<file path="src/hw/rtl/mlp_pkg.sv">
// shared types and constants for the manifest line parser
`default_nettype none

package mlp_pkg;

  // default path buffer size, in bytes
  localparam int unsigned PATH_BYTES_DEF = 256;

  // accepted digest lengths in hex characters, and the cap of the digest count
  localparam logic [6:0] DIGEST_LEN_SHORT = 7'd8;
  localparam logic [6:0] DIGEST_LEN_MID   = 7'd32;
  localparam logic [6:0] DIGEST_LEN_LONG  = 7'd64;
  localparam logic [6:0] DIGEST_LEN_MAX   = 7'd127;

  // cap of the path length field
  localparam int unsigned PATH_LEN_FIELD_MAX = 511;

  // character codes
  localparam logic [7:0] CHR_NUL   = 8'h00;
  localparam logic [7:0] CHR_TAB   = 8'h09;
  localparam logic [7:0] CHR_LF    = 8'h0A;
  localparam logic [7:0] CHR_CR    = 8'h0D;
  localparam logic [7:0] CHR_SPACE = 8'h20;
  localparam logic [7:0] CHR_0     = 8'h30;
  localparam logic [7:0] CHR_9     = 8'h39;
  localparam logic [7:0] CHR_UC_A  = 8'h41;
  localparam logic [7:0] CHR_UC_F  = 8'h46;
  localparam logic [7:0] CHR_LC_A  = 8'h61;
  localparam logic [7:0] CHR_LC_F  = 8'h66;

  // field of the line being parsed
  typedef enum logic [2:0] {
    PH_DIGEST = 3'd0,
    PH_GAP1   = 3'd1,
    PH_SIZE   = 3'd2,
    PH_GAP2   = 3'd3,
    PH_PATH   = 3'd4
  } phase_e;

  // kind of byte reported with each result
  typedef enum logic [2:0] {
    KIND_IGNORED = 3'd0,
    KIND_DIGEST  = 3'd1,
    KIND_SIZE    = 3'd2,
    KIND_PATH    = 3'd3,
    KIND_END     = 3'd4
  } kind_e;

  // character class of one byte
  typedef struct packed {
    logic       is_nul;
    logic       is_eol;
    logic       is_blank;
    logic       is_hex;
    logic       is_digit;
    logic [3:0] nibble;
  } byte_class_t;

  // one result beat
  typedef struct packed {
    kind_e       kind;
    logic [3:0]  nibble;
    logic [63:0] size;
    logic [6:0]  digest_len;
    logic [8:0]  plen;
    logic        status;
    logic        done;
  } result_t;

endpackage

`default_nettype wire

</file>
<file path="src/hw/rtl/mlp_classify.sv">
// character classifier: zero byte, blank, end of line, hex digit and decimal digit
`default_nettype none

module mlp_classify (
  input  logic [7:0]          text_byte_i,
  output mlp_pkg::byte_class_t class_o
);

  logic is_num, is_lc, is_uc;

  // range checks
  assign is_num = (text_byte_i >= mlp_pkg::CHR_0)    && (text_byte_i <= mlp_pkg::CHR_9);
  assign is_lc  = (text_byte_i >= mlp_pkg::CHR_LC_A) && (text_byte_i <= mlp_pkg::CHR_LC_F);
  assign is_uc  = (text_byte_i >= mlp_pkg::CHR_UC_A) && (text_byte_i <= mlp_pkg::CHR_UC_F);

  // class flags and hex value
  always_comb begin
    class_o.is_nul   = (text_byte_i == mlp_pkg::CHR_NUL);
    class_o.is_eol   = (text_byte_i == mlp_pkg::CHR_CR) || (text_byte_i == mlp_pkg::CHR_LF);
    class_o.is_blank = (text_byte_i == mlp_pkg::CHR_SPACE) ||
                       (text_byte_i == mlp_pkg::CHR_TAB);
    class_o.is_digit = is_num;
    class_o.is_hex   = is_num || is_lc || is_uc;
    // low nibble of a letter a-f or A-F is 1..6, so add nine
    if (is_num) begin
      class_o.nibble = text_byte_i[3:0];
    end else if (is_lc || is_uc) begin
      class_o.nibble = text_byte_i[3:0] + 4'd9;
    end else begin
      class_o.nibble = 4'd0;
    end
  end

endmodule

`default_nettype wire

</file>
<file path="src/hw/rtl/mlp_core.sv">
// line state and per-byte result logic of the manifest line parser
`default_nettype none

module mlp_core #(
  parameter int unsigned PATH_BYTES = mlp_pkg::PATH_BYTES_DEF
) (
  input  logic                 clk_i,
  input  logic                 rst_ni,
  input  logic                 advance_i,
  input  logic [7:0]           text_byte_i,
  output mlp_pkg::result_t     result_o
);

  localparam int unsigned PW = $clog2(PATH_BYTES + 1);

  mlp_pkg::byte_class_t cls;

  mlp_pkg::phase_e phase_q, phase_d;
  logic [6:0]      dcount_q, dcount_d;
  logic            dbad_q, dbad_d;
  logic [63:0]     size_q, size_d;
  logic            snz_q, snz_d;
  logic            sbad_q, sbad_d;
  logic [PW-1:0]   pcount_q, pcount_d;
  logic            ended_q, ended_d;

  logic [63:0]     size_next;
  logic [PW-1:0]   pcount_inc;
  logic [PW-1:0]   plen_sel;
  logic            bad;

  mlp_classify u_classify (
    .text_byte_i (text_byte_i),
    .class_o     (cls)
  );

  // size times ten plus the new digit
  assign size_next = {size_q[60:0], 3'b000} + {size_q[62:0], 1'b0} +
                     {60'd0, cls.nibble};

  // path count saturates at the buffer size
  assign pcount_inc = (pcount_q < PW'(PATH_BYTES)) ? pcount_q + PW'(1) : pcount_q;

  // verdict at end of line
  assign bad = dbad_q ||
               ((dcount_q != mlp_pkg::DIGEST_LEN_SHORT) &&
                (dcount_q != mlp_pkg::DIGEST_LEN_MID) &&
                (dcount_q != mlp_pkg::DIGEST_LEN_LONG)) ||
               !snz_q || sbad_q ||
               (pcount_q == '0) || (pcount_q >= PW'(PATH_BYTES));

  // next state and result
  always_comb begin
    phase_d  = phase_q;
    dcount_d = dcount_q;
    dbad_d   = dbad_q;
    size_d   = size_q;
    snz_d    = snz_q;
    sbad_d   = sbad_q;
    pcount_d = pcount_q;
    ended_d  = ended_q;

    result_o.kind   = mlp_pkg::KIND_IGNORED;
    result_o.nibble = 4'd0;
    result_o.size   = 64'd0;
    result_o.status = 1'b0;
    result_o.done   = 1'b0;

    if (cls.is_nul) begin
      result_o.kind   = mlp_pkg::KIND_END;
      result_o.done   = 1'b1;
      result_o.status = bad;
      result_o.size   = bad ? 64'd0 : size_q;
      // back to the start of a fresh line
      phase_d  = mlp_pkg::PH_DIGEST;
      dcount_d = 7'd0;
      dbad_d   = 1'b0;
      size_d   = 64'd0;
      snz_d    = 1'b0;
      sbad_d   = 1'b0;
      pcount_d = '0;
      ended_d  = 1'b0;
    end else if (!ended_q) begin
      if (cls.is_eol) begin
        ended_d = 1'b1;
        if (phase_q == mlp_pkg::PH_DIGEST) begin
          dbad_d = 1'b1;
        end
      end else begin
        case (phase_q)
          mlp_pkg::PH_DIGEST: begin
            if (cls.is_blank) begin
              phase_d = mlp_pkg::PH_GAP1;
            end else begin
              result_o.kind = mlp_pkg::KIND_DIGEST;
              if (dcount_q != mlp_pkg::DIGEST_LEN_MAX) begin
                dcount_d = dcount_q + 7'd1;
              end
              if (cls.is_hex) begin
                result_o.nibble = cls.nibble;
              end else begin
                dbad_d = 1'b1;
              end
            end
          end
          mlp_pkg::PH_GAP1, mlp_pkg::PH_SIZE: begin
            if (cls.is_blank) begin
              if (phase_q == mlp_pkg::PH_SIZE) begin
                phase_d = mlp_pkg::PH_GAP2;
              end
            end else begin
              phase_d       = mlp_pkg::PH_SIZE;
              result_o.kind = mlp_pkg::KIND_SIZE;
              snz_d         = 1'b1;
              if (cls.is_digit) begin
                size_d = size_next;
              end else begin
                sbad_d = 1'b1;
              end
            end
          end
          mlp_pkg::PH_GAP2: begin
            if (!cls.is_blank) begin
              phase_d       = mlp_pkg::PH_PATH;
              result_o.kind = mlp_pkg::KIND_PATH;
              pcount_d      = pcount_inc;
            end
          end
          default: begin
            result_o.kind = mlp_pkg::KIND_PATH;
            pcount_d      = pcount_inc;
          end
        endcase
      end
    end

    // lengths as they stand after this byte, or before the reset on a zero byte
    result_o.digest_len = cls.is_nul ? dcount_q : dcount_d;
    plen_sel            = cls.is_nul ? pcount_q : pcount_d;
    result_o.plen       = (plen_sel > PW'(mlp_pkg::PATH_LEN_FIELD_MAX)) ?
                          9'(mlp_pkg::PATH_LEN_FIELD_MAX) : 9'(plen_sel);
  end

  // line state, updated as each byte moves into the result register
  always_ff @(posedge clk_i or negedge rst_ni) begin
    if (!rst_ni) begin
      phase_q  <= mlp_pkg::PH_DIGEST;
      dcount_q <= 7'd0;
      dbad_q   <= 1'b0;
      size_q   <= 64'd0;
      snz_q    <= 1'b0;
      sbad_q   <= 1'b0;
      pcount_q <= '0;
      ended_q  <= 1'b0;
    end else if (advance_i) begin
      phase_q  <= phase_d;
      dcount_q <= dcount_d;
      dbad_q   <= dbad_d;
      size_q   <= size_d;
      snz_q    <= snz_d;
      sbad_q   <= sbad_d;
      pcount_q <= pcount_d;
      ended_q  <= ended_d;
    end
  end

endmodule

`default_nettype wire

</file>
<file path="src/hw/rtl/manifest_line_parser.sv">
// Streaming parser for one manifest line (digest, size, path), one result per byte.
// Takes one byte per clock while the result side keeps taking beats and returns one
// result beat per byte, through the input register and then the result register. A
// new byte is accepted every cycle while the result side keeps taking beats; the
// path between the two registers is the classifier and the 64-bit times-ten-plus-digit
// add of the size field. A zero byte gives the end beat with the verdict and returns
// the parser to the start of a new line.
`default_nettype none

module manifest_line_parser #(
  parameter int unsigned PATH_BYTES = mlp_pkg::PATH_BYTES_DEF
) (
  input  logic        clk_i,
  input  logic        rst_ni,
  input  logic        in_valid_i,
  output logic        in_ready_o,
  input  logic [7:0]  text_byte_i,
  output logic        out_valid_o,
  input  logic        out_ready_i,
  output logic [2:0]  byte_kind_o,
  output logic [3:0]  nibble_o,
  output logic [63:0] size_value_o,
  output logic [6:0]  digest_length_o,
  output logic [8:0]  path_length_o,
  output logic        status_o,
  output logic        done_res_o
);

  logic             in_valid_q;
  logic [7:0]       byte_q;
  logic             out_valid_q;
  mlp_pkg::result_t res_d, res_q;
  logic             advance;

  // a byte moves on when the result register is free or being emptied
  assign advance    = in_valid_q && (!out_valid_q || out_ready_i);
  assign in_ready_o = !in_valid_q || advance;

  mlp_core #(
    .PATH_BYTES (PATH_BYTES)
  ) u_core (
    .clk_i       (clk_i),
    .rst_ni      (rst_ni),
    .advance_i   (advance),
    .text_byte_i (byte_q),
    .result_o    (res_d)
  );

  // input register
  always_ff @(posedge clk_i or negedge rst_ni) begin
    if (!rst_ni) begin
      in_valid_q <= 1'b0;
    end else if (in_ready_o) begin
      in_valid_q <= in_valid_i;
    end
  end

  always_ff @(posedge clk_i) begin
    if (in_valid_i && in_ready_o) begin
      byte_q <= text_byte_i;
    end
  end

  // result register
  always_ff @(posedge clk_i or negedge rst_ni) begin
    if (!rst_ni) begin
      out_valid_q <= 1'b0;
    end else if (advance) begin
      out_valid_q <= 1'b1;
    end else if (out_ready_i) begin
      out_valid_q <= 1'b0;
    end
  end

  always_ff @(posedge clk_i) begin
    if (advance) begin
      res_q <= res_d;
    end
  end

  // result beat
  assign out_valid_o     = out_valid_q;
  assign byte_kind_o     = res_q.kind;
  assign nibble_o        = res_q.nibble;
  assign size_value_o    = res_q.size;
  assign digest_length_o = res_q.digest_len;
  assign path_length_o   = res_q.plen;
  assign status_o        = res_q.status;
  assign done_res_o      = res_q.done;

endmodule

`default_nettype wire
</file>
<file path="config.mk">
export PLATFORM = sky130hd
export DESIGN_NAME = manifest_line_parser
export DESIGN_NICKNAME = d
export VERILOG_FILES = /design/src/hw/rtl/mlp_pkg.sv /design/src/hw/rtl/mlp_classify.sv /design/src/hw/rtl/mlp_core.sv /design/src/hw/rtl/manifest_line_parser.sv
export SDC_FILE = /design/constraint.sdc
export NUM_CORES = 1
export LEC_CHECK = 0
export BUFFER_PORTS_ARGS = -buffer_cell sky130_fd_sc_hd__buf_4
export CAP_MARGIN = 20
export CORE_UTILIZATION = 50
export DETAILED_ROUTE_END_ITERATION = 10
export PLACE_DENSITY = 0.72
export SLEW_MARGIN = 5
export SYNTH_ARGS = -nofsm -noshare
export SYNTH_HDL_FRONTEND = slang
export SYNTH_SLANG_ARGS = --single-unit
</file>
<file path="constraint.sdc">
create_clock -name clk_i -period 6.6 [get_ports clk_i]
set_input_delay 0.66 -clock clk_i [delete_from_list [all_inputs] [get_ports clk_i]]
set_output_delay 0.66 -clock clk_i [all_outputs]
set_load 0.1 [all_outputs]
</file>
==> flow_metrics.tcl <==
set metrics [dict create \
    status "finished, final reports clean" \
    cts_root_buffer "clkbuf_16" \
    p_leak_nw 6.15 \
    cts_hold_buf 0 \
    final-setup-viol-count 0 \
    r2r_cells 18 \
    fin_skew_ns 0.0112 \
    area_growth_pct 13.7 \
    worstPathRequired_ns 6.97 \
    dieArea_sq_um 24400 \
    cts.htree.levels 4 \
    gr-usage-met1_pct 32.5 \
    final_layout_size_suffix_gt1_share_pct 12.5 \
    critPathKind "flip-flop to flip-flop" \
    drt_first_pass_iters 6 \
    port_buffers 102 \
    post_cts_resized 0 \
    clk_pin_slew_ns 0.08 \
    rsz0062_at_grt "no" \
    end_kind "flip-flop" \
    hpwl_mm 19.3 \
    async_reset_ff_share_pct 47.8 \
    vdd_drop_max_mv 0.177 \
    post_drt_wl_per_cell_um 16.6 \
    r2r-end "u_core.size_q[57]" \
    r2r_start "byte_q[0]" \
    start_util_pct 50.8 \
    crit_slowest_cell "a2111oi_2" \
    yosysUniqueCellTypes 68 \
    hold_class "input port to async pin" \
    via_count 9265 \
    maxSlewViolCount 0 \
    clk_latency_ns 0.44 \
    dpl_cell_area_sq_um 12900 \
    gp_congestion 0.907 \
    n_antenna_cell 0 \
    maxSlewHeadroom_pct 41.8 \
    drt-total-wl_mm 26.9 \
    io_pins 103 \
    worstPathCellList "inv_1 > ha_1 > o21bai_1 > a2111oi_2 > a21oi_1 > fa_1 > inv_1 > ha_1 > a21o_1 > nand4_1 > a31oi_1 > a21oi_1 > o311ai_2 > o31ai_4 > o31ai_4 > nand4_1 > a211o_1 > nand3_1" \
    fmax_mhz 189 \
    yosysSeqAreaShare_pct 43.3 \
    met3_usage_pct 3.06 \
    cp_num_cells 18 \
    track_usage_pct 23.2 \
    ant_nets 0 \
    synth_edf_count 97 \
    maxCapViolations 0 \
    crit_start "byte_q[0]" \
    cts_tree "yes" \
    report.power.total_mw 3.04 \
    grt_max_degree 62 \
    power.density_nw_per_um2 225 \
    detail_route.vias_per_cell 5.72 \
    tightest_slew_ns 0.864 \
    antenna_found_initial 0 \
    syn_nets 1364 \
    fin_nets 1433 \
    ys_seq_elements 186 \
    grt_pass1_vias 8920 \
    grt-ovfl-total 0 \
    fp.coreArea_sq_um 23400 \
    drt_iter0_drc 683 \
    hold_viol 0 \
    finalSetupTns_ns 0 \
    synthCells 1220 \
    r2r_slack_ns 1.32 \
    drc 0 \
    min_period_ns 5.28 \
    path_delay_family "compound AO/OA/AOI/OAI gates" \
    post_cts_buffers 0 \
    crit_path_end "u_core.size_q[57]" \
    final_area_sq_um 13500 \
    max_stage_delay_ns 0.72 \
    critPathMaxFanout 7 \
    syn_area_sq_um 11900 \
    crit_buf_inv 2 \
    top_usage_layer "met2" \
    ys_warn_count 0 \
    ys.flop_type "edfxtp_1" \
    die_x_um 156 \
    grt_pass1_wl_mm 44.9 \
    cts_buffer_depth 2 \
    clock-sinks 186 \
    avgSynthCellArea_sq_um 9.74 \
    std_cell_rows 56 \
    cts-buffers-inserted 17 \
    cp.arrival_ns 5.66 \
    met2_usage_pct 37.6 \
    startpoint_type "flip-flop" \
    die_h_um 156 \
    post-route-util_pct 57.7 \
    finalCritPeriodShare_pct 80.1 \
]
-- layer usage --
metal,vias to the layer above,wire length (um)
li1,4577,-
met1,4402,12600
met2,250,12600
met3,36,1310
met4,0,425
met5,-,0
-- final cells by class --
type | count | area [sq um]
well taps | 319 | 399
repair buffers | 108 | 823
clock buffers | 19 | 475
flip-flops and latches | 186 | 5140
multi-input cells | 946 | 6420
inverters | 30 | 115
fillers | 2066 | 9890
clock inverters | 13 | 139
-- layout by cell type, fill, tap and decap left out, types with 4 or more instances in the layout --
master and n:
a41oi_1 4, and2_1 69, o31ai_1 18, a31oi_1 13, nand3_1 19, a21o_1 30
nand2b_1 13, nand2_1 150, inv_1 28, nor4_1 5, ha_1 130, clkbuf_16 19
a21oi_1 84, edfxtp_1 97, and4_1 4, o21ai_0 109, inv_8 5, o21bai_1 12
xor2_1 35, xnor2_1 34, o41ai_1 7, nor2_1 70, nand4_1 21, o21a_1 5
nand3b_1 4, dfrtp_1 89, and3_1 9, buf_4 107, a211oi_1 8, nor3_1 20
nor2b_1 10
-- cells in the mapped netlist, types with 29 or more instances --
cell	instances	share of area (%)
a21o_1	31	2.0
a21oi_1	84	3.5
and2_1	69	3.6
clkbuf_1	55	1.7
dfrtp_1	89	19
edfxtp_1	97	25
ha_1	130	14
inv_1	29	0.92
nand2_1	150	4.7
nor2_1	71	2.2
o21ai_0	109	4.6
xnor2_1	34	2.5
xor2_1	35	2.6
-- registers in the layout (all words and copies together) (netlist names) --
name	flops
size_value_o	64
u_core.dbad_q	1
done_res_o	1
u_core.pcount_q	9
digest_length_o	7
u_core.sbad_q	1
u_core.phase_q	3
u_core.snz_q	1
u_core.dcount_q	7
u_core.ended_q	1
byte_q	8
status_o	1
path_length_o	9
byte_kind_o	3
u_core.size_q	64
out_valid_o	1
nibble_o	4
in_valid_q	1
-- stage by stage --
| step | hold slack [ns] | worst slack (ns) | cells |
|---|---|---|---|
| after floorplan | 0.364 | 1.46 | 1220 |
| after global placement | 0.477 | 1.60 | 1588 |
| after detailed placement | 0.489 | 1.40 | 1589 |
| after CTS | 0.237 | 1.38 | 1621 |
| after global routing | 0.256 | 0.997 | 1621 |
| final | 0.207 | 1.32 | 1621 |
-- how the worst min path moves through the flow --
stage	from	end	slack (ns)	cells after the start
2_1_floorplan	rst_ni	in_valid_q	0.36	0
3_3_place_gp	u_core.sbad_q	u_core.sbad_q	0.48	2
3_5_place_dp	u_core.sbad_q	u_core.sbad_q	0.49	2
4_1_cts	rst_ni	u_core.size_q[54]	0.24	1
5_1_grt	rst_ni	u_core.size_q[54]	0.26	1
6_report	rst_ni	u_core.size_q[54]	0.21	1
-- power by group --
part           total (mW)  switching [mW]  internal (mW)
Clock                1.07           0.515          0.553
Combinational       0.598           0.463          0.135
Sequential           1.38          0.0648           1.31
Total                3.04            1.04           2.00
-- logic make-up after synthesis --
| group | Yosys count | synth area share, % |
|---|---|---|
| AOI/OAI and AO/OA | 326 | 17.2 |
| xor gates and xnor gates | 69 | 5.09 |
| adders and majority gates | 132 | 14.0 |
| buffers and inverters | 88 | 2.80 |
| DFF | 186 | 43.3 |
| muxes | 5 | 0.442 |
| and+or+nand+nor | 414 | 17.2 |
Note: power is estimated with default switching activity, not from simulation.
